[config.mk]
export PLATFORM = sky130hd
export DESIGN_NAME = kdtr_ctrl
export DESIGN_NICKNAME = d
export VERILOG_FILES = /design/src/rtl/kdtr_pkg.sv /design/src/rtl/kdtr_ctrl.sv
export SDC_FILE = /design/constraint.sdc
export NUM_CORES = 1
export LEC_CHECK = 0
export ABC_AREA = 1
export BUFFER_PORTS_ARGS = -buffer_cell sky130_fd_sc_hd__clkbuf_2
export CORE_MARGIN = 2
export CORE_UTILIZATION = 38
export CTS_BUF_LIST = sky130_fd_sc_hd__clkbuf_4 sky130_fd_sc_hd__clkbuf_8
export DETAILED_ROUTE_END_ITERATION = 6
export GPL_ROUTABILITY_DRIVEN = 0
export GPL_TIMING_DRIVEN = 0
export SLEW_MARGIN = 30
export SYNTH_ARGS = -nofsm -noshare
export SYNTH_HDL_FRONTEND = slang
export SYNTH_SLANG_ARGS = --single-unit
[constraint.sdc]
create_clock -name i_clk -period 2.49 [get_ports i_clk]
set_input_delay 0.498 -clock i_clk [delete_from_list [all_inputs] [get_ports i_clk]]
set_output_delay 0.498 -clock i_clk [all_outputs]
set_load 0.005 [all_outputs]
[src/rtl/kdtr_pkg.sv]
// ----------------------------------------------------------------------------
// Keyed detection table ranker package
// Command and status codes, and the controller to datapath interface types.
// ----------------------------------------------------------------------------
package kdtr_pkg;

    localparam int MAC_W   = 48;
    localparam int CH_W    = 8;
    localparam int RSSI_W  = 8;
    localparam int DET_W   = 2;
    localparam int CMD_W   = 2;
    localparam int STAT_W  = 3;
    localparam int RANK_W  = 6;
    localparam int TOTAL_W = 7;

    localparam logic [CMD_W-1:0] CMD_REPORT = 2'd0;
    localparam logic [CMD_W-1:0] CMD_CLEAR  = 2'd1;
    localparam logic [CMD_W-1:0] CMD_LIST   = 2'd2;

    localparam logic [STAT_W-1:0] ST_INSERTED = 3'd0;
    localparam logic [STAT_W-1:0] ST_UPDATED  = 3'd1;
    localparam logic [STAT_W-1:0] ST_DROPPED  = 3'd2;
    localparam logic [STAT_W-1:0] ST_CLEARED  = 3'd3;
    localparam logic [STAT_W-1:0] ST_EMPTY    = 3'd4;

    localparam logic KIND_STATUS = 1'b0;
    localparam logic KIND_ENTRY  = 1'b1;

    typedef enum logic [6:0] {
        S_IDLE   = 7'b0000001,
        S_SCAN   = 7'b0000010,
        S_REPORT = 7'b0000100,
        S_FETCH  = 7'b0001000,
        S_ENTRY  = 7'b0010000,
        S_CLEAR  = 7'b0100000,
        S_EMPTY  = 7'b1000000
    } t_state;

    typedef struct packed {
        logic load_item;
        logic scan_start;
        logic scan_step;
        logic emit_report;
        logic emit_clear;
        logic emit_empty;
        logic emit_entry;
        logic next_rank;
    } t_dp_cmd;

    typedef struct packed {
        logic scan_done;
        logic mode_list;
        logic table_empty;
        logic last_rank;
        logic out_free;
    } t_dp_sts;

endpackage

[src/rtl/kdtr_ctrl.sv]
// ----------------------------------------------------------------------------
// Keyed detection table ranker controller
// Sequences the table scans, entry fetches and result loads for each request.
// ----------------------------------------------------------------------------
module kdtr_ctrl (
    input  logic                     i_clk,
    input  logic                     i_rst_n,
    input  logic                     i_in_valid,
    input  logic [1:0]               i_cmd,
    input  kdtr_pkg::t_dp_sts        i_sts,
    output kdtr_pkg::t_dp_cmd        o_cmd,
    output logic                     o_in_stall
);
    import kdtr_pkg::*;

    t_state r_state;
    t_state n_state;

    assign o_in_stall = (r_state != S_IDLE);

    always_ff @(posedge i_clk) begin
        if (!i_rst_n) begin
            r_state <= S_IDLE;
        end else begin
            r_state <= n_state;
        end
    end

    always_comb begin
        n_state = r_state;
        o_cmd   = '0;
        unique case (r_state)
            S_IDLE: begin
                if (i_in_valid) begin
                    o_cmd.load_item = 1'b1;
                    case (i_cmd)
                        CMD_REPORT: begin
                            o_cmd.scan_start = 1'b1;
                            n_state = S_SCAN;
                        end
                        CMD_CLEAR: begin
                            n_state = S_CLEAR;
                        end
                        CMD_LIST: begin
                            o_cmd.scan_start = 1'b1;
                            n_state = i_sts.table_empty ? S_EMPTY : S_SCAN;
                        end
                        default: begin
                            n_state = S_IDLE;
                        end
                    endcase
                end
            end
            S_SCAN: begin
                o_cmd.scan_step = 1'b1;
                if (i_sts.scan_done) begin
                    n_state = i_sts.mode_list ? S_FETCH : S_REPORT;
                end
            end
            S_REPORT: begin
                if (i_sts.out_free) begin
                    o_cmd.emit_report = 1'b1;
                    n_state = S_IDLE;
                end
            end
            S_FETCH: begin
                n_state = S_ENTRY;
            end
            S_ENTRY: begin
                if (i_sts.out_free) begin
                    o_cmd.emit_entry = 1'b1;
                    if (i_sts.last_rank) begin
                        n_state = S_IDLE;
                    end else begin
                        o_cmd.next_rank  = 1'b1;
                        o_cmd.scan_start = 1'b1;
                        n_state = S_SCAN;
                    end
                end
            end
            S_CLEAR: begin
                if (i_sts.out_free) begin
                    o_cmd.emit_clear = 1'b1;
                    n_state = S_IDLE;
                end
            end
            S_EMPTY: begin
                if (i_sts.out_free) begin
                    o_cmd.emit_empty = 1'b1;
                    n_state = S_IDLE;
                end
            end
            default: begin
                n_state = S_IDLE;
            end
        endcase
    end

endmodule

### Yosys cells after proc, flatten, opt, wreduce, memory -nomap -nowiden

Index checks and enable logic that the tools add are counted.

| cells by class | value |
|---|---|
| equal/unequal tests | 14 |
| mux-type cells | 22 |
| reduce and logical (&&, ||, !) cells | 4 |

Operators by type and width:

| cell | number |
|---|---|
| $mux 7 | 5 |
| $pmux 7 s5 | 1 |
| $pmux 7 s3 | 1 |
| $mux 1 | 9 |
| $mux 2 | 4 |
| $eq 7x1->1 const B | 1 |
| $eq 7x2->1 const B | 1 |
| $eq 7x3->1 const B | 1 |
| $eq 7x4->1 const B | 1 |
| $eq 7x5->1 const B | 1 |
| $eq 7x6->1 const B | 1 |
| $eq 7x7->1 const B | 1 |
| $ne 7x1->1 const B | 1 |
| $ne 2x2->1 const B | 3 |
| $mux 4 | 1 |
| $reduce_and 4->1 | 1 |
| $reduce_or 3->1 | 1 |
| $eq 2x1->1 const B | 1 |
| $eq 2x2->1 const B | 1 |
| $logic_not 2->1 | 1 |
| $ne 2x1->1 const B | 1 |
| $pmux 1 s2 | 1 |
| $reduce_or 2->1 | 1 |

| storage, ports and cells | value |
|---|---|
| flip-flop bits (word level) | 7 |
| input port bits | 10 |
| output and inout port bits | 9 |
| logic and storage cells | 41 |

### Depth between registers and ports, before layout

| depth | value |
|---|---|
| depth after elaboration | 5 |
| gate-level depth with buffers | 11 |
| depth with buffers taken out | 11 |

### Worst setup path before layout

OpenSTA, ideal clock, no wires.

| path | value |
|---|---|
| kind | register -> output |
| start point | reg r_state[6] |
| end point | out o_cmd[6] (netlist name) |
| arrival | 1.003 ns |
| required time | 1.992 ns |
| slack | 0.989 ns |
| stages on the path, launching flop included | 6 |
| path buffers | 0 |
| path through | dfxtp_1 nor2_4 nand2_4 nor2_4 inv_2 o32ai_1 |

RTL lines:

| item | line | text |
|---|---|---|
| start: declaration | kdtr_ctrl.sv:16 | `t_state r_state;` |
| start signal: assignment | kdtr_ctrl.sv:25 | `r_state <= n_state;` |
| end: declaration | kdtr_ctrl.sv:11 | `output kdtr_pkg::t_dp_cmd o_cmd,` |

==> run metrics <==
Finished Core Util=0.496; setup violators final=0; vias in the first global route=540; run status=complete, no violations; DP Area=699 µm²; Mapped Area=589 µm²; footprint of the multi-input gates=400 µm²; CTS tree=yes; max incr delay on CP=0.35 ns; setup repair bufs after CTS=0; post-detail-place hpwl=1080 µm; Tcrit/Tclk final=0.780; Avg Cell Area, Syn=6.20 µm²; max frequency=515 MHz; post-synthesis sequential area ratio=0.238; critical path type=flop to primary output; Synth area leader=dfxtp_1; critical-path cell list=nor2_4 -> nand3_2 -> nor2_4 -> inv_2 -> o32ai_1 -> clkbuf_2; maximum vdd ir drop=0.467 mV; max_slew headroom=0.791; sum of negative setup slack=0 ns; deepest clock path buffer count=2; IO Pins=19; Reg with most FFs=r_state; Worst Path Required=1.99 ns; multiplexer share of the synthesized area=0; syn_nets=105; Register Area=140 µm²; RSZ-0062 raised after global routing=no; metal3 WL=74 µm; CTS root buf=clkbuf_4; Layout Cells excl Fill=133; die footprint=1880 µm²; Starting Density=0.401; global-route wire length before repair=2100 µm; Post-Route WL=1220 µm; cts hold-fix bufs=0; initial antenna violation count=0; Port Buffer Count=18; Leak Pwr=0.377 nW; clock latency on the worst-skew pair=0.24 ns; combinational share of power=0.637; die width=43.4 µm; CTS Buf Count=3; Setup crit start kind=flop; flip-flop count of the largest register after layout=7; sequential power share=0.228; Critical Path End Type=primary output; Fin. Hold Viols=0; post-cts sizing count=0; post-place setup slack=0.755 ns; crit path buf inv count=2; DRC Markers=0; Detail Route met2 WL=569 µm; Internal Power=0.415 mW; most frequent cells in the layout=nand2_1, nor2_1, clkbuf_2; Yosys cell types=19; total power=0.823 mW; delay-heaviest family, CP=simple AND/OR/NAND/NOR gates; largest family of logic cells by synthesized area=simple AND/OR/NAND/NOR gates; CTS sink count=7; Clk pwr share=0.135; WL/cell=9.19 µm; FILL cells=175; 1st-iter DRT viols=11; layout cell share with drive strength beyond 1=0.359; P&R area growth vs syn=23.8%; Hold Crit Class=input pin to flop; core area=1470 µm²; most used cell, CP=nor2_4; commonest non-fill, non-tap cell in the layout=nand2_1; Gate Count Post-Synth=95; Compound-Gate Fraction of Synth Area=0.0594; cell row count=14; design area=729 µm²; Setup Skew=0.000550 ns; Top Registers=r_state (7); GR Util All Layers=0.149; power density of the placed cells=1130 nW/µm²; GR Overflow Total=0; die height=43.4 µm; Reg clk slew, reported paths=0.05 ns; final slew viol count=0; sw power=0.408 mW; number of synthesized register bits=7; slowest stage cell on the critical path=dfxtp_1; simple logic cell fraction of the synthesized area=0.620; largest net degree at the start of global routing=10; uppermost layer routed=met4; Vias/cell=4.64; area share of fa/ha/maj cells after synthesis=0; Worst Path Arrival=1.44 ns; max_cap viols=0; xor-xnor portion of the synthesized cell area=0; dpl cells=129; Pre-antenna DRT Iters=4; Net count, final=128; met1 wire length=569 µm; DR vias=617; Syn. warnings=0; ANT nets after route=0; H-Tree Depth=1; Synth top area share=0.238; crit-path max FO=5; ranking of synthesized cells by area=dfxtp_1, nand2_1, nor2_1; Worst-Margin Slew=0.312 ns; post-route setup slack=0.549 ns; minimum clock period after layout=1.94 ns; ANT cells=0; Switching Share=0.496; hold_ws=0.487 ns
[worst reg2reg max path, stage by stage (launching register included)]
cell     delay (ns)
dfxtp_1        0.35
nor2_4         0.15
nand3_2        0.10
nor2_4         0.15
nand2_1        0.10
nand2_2        0.09
inv_2          0.06
nand2_4        0.08
nand2_1        0.05
nand2_1        0.06
nor2_2         0.03
[cell type report]
class / count / share of cell area
Tap cell: 16 / 0.0274
Inverter: 13 / 0.0669
Timing Repair Buffer: 18 / 0.123
Multi-Input combinational cell: 75 / 0.549
Sequential cell: 7 / 0.192
Clock buffer: 4 / 0.0412
[kinds of logic (layout without fill, tap and decap cells)]
group	Yosys count	count (layout)
AO/OA/AOI/OAI	5	5
buffers and inverters	13	35
flip-flops	7	7
AND/OR/NAND/NOR	70	70
[worst paths after layout]
kind / from / slack (ns) / to / depth (start not counted)
hold / removal: i_sts[3] / 0.49 / r_state[3] / 3
setup reg to reg: r_state[2] / 1.16 / r_state[6] / 10
hold reg to reg: r_state[1] / 0.51 / r_state[1] / 2
setup / recovery: r_state[2] / 0.55 / o_cmd[6] / 6
[per-layer routing]
| layer | GRT usage | vias up |
|---|---|---|
| li1 | - | 341 |
| met1 | 0.183 | 251 |
| met2 | 0.260 | 23 |
| met3 | 0.0125 | 2 |
| met4 | 0.0727 | 0 |
| met5 | 0 | - |
[synthesized netlist by cell type (all sizes together)]
| cell type | number |
|---|---|
| clkinv | 1 |
| o21bai | 1 |
| o32ai | 1 |
| nor3 | 6 |
| inv | 12 |
| nor2 | 28 |
| a21oi | 3 |
| nand4 | 1 |
| nand3b | 1 |
| nand2 | 29 |
| dfxtp | 7 |
| nand3 | 5 |
[power by group through the flow]
| stage | logic, mW | clock network (mW) | registers, mW |
|---|---|---|---|
| floorplan | 0.422 | 0 | 0.183 |
| global placement | 0.527 | 0 | 0.189 |
| detailed placement | 0.529 | 0 | 0.190 |
| CTS | 0.531 | 0.114 | 0.188 |
| global route | 0.598 | 0.119 | 0.194 |
| finish | 0.524 | 0.111 | 0.187 |
Note: power is estimated with default switching activity, not from simulation.
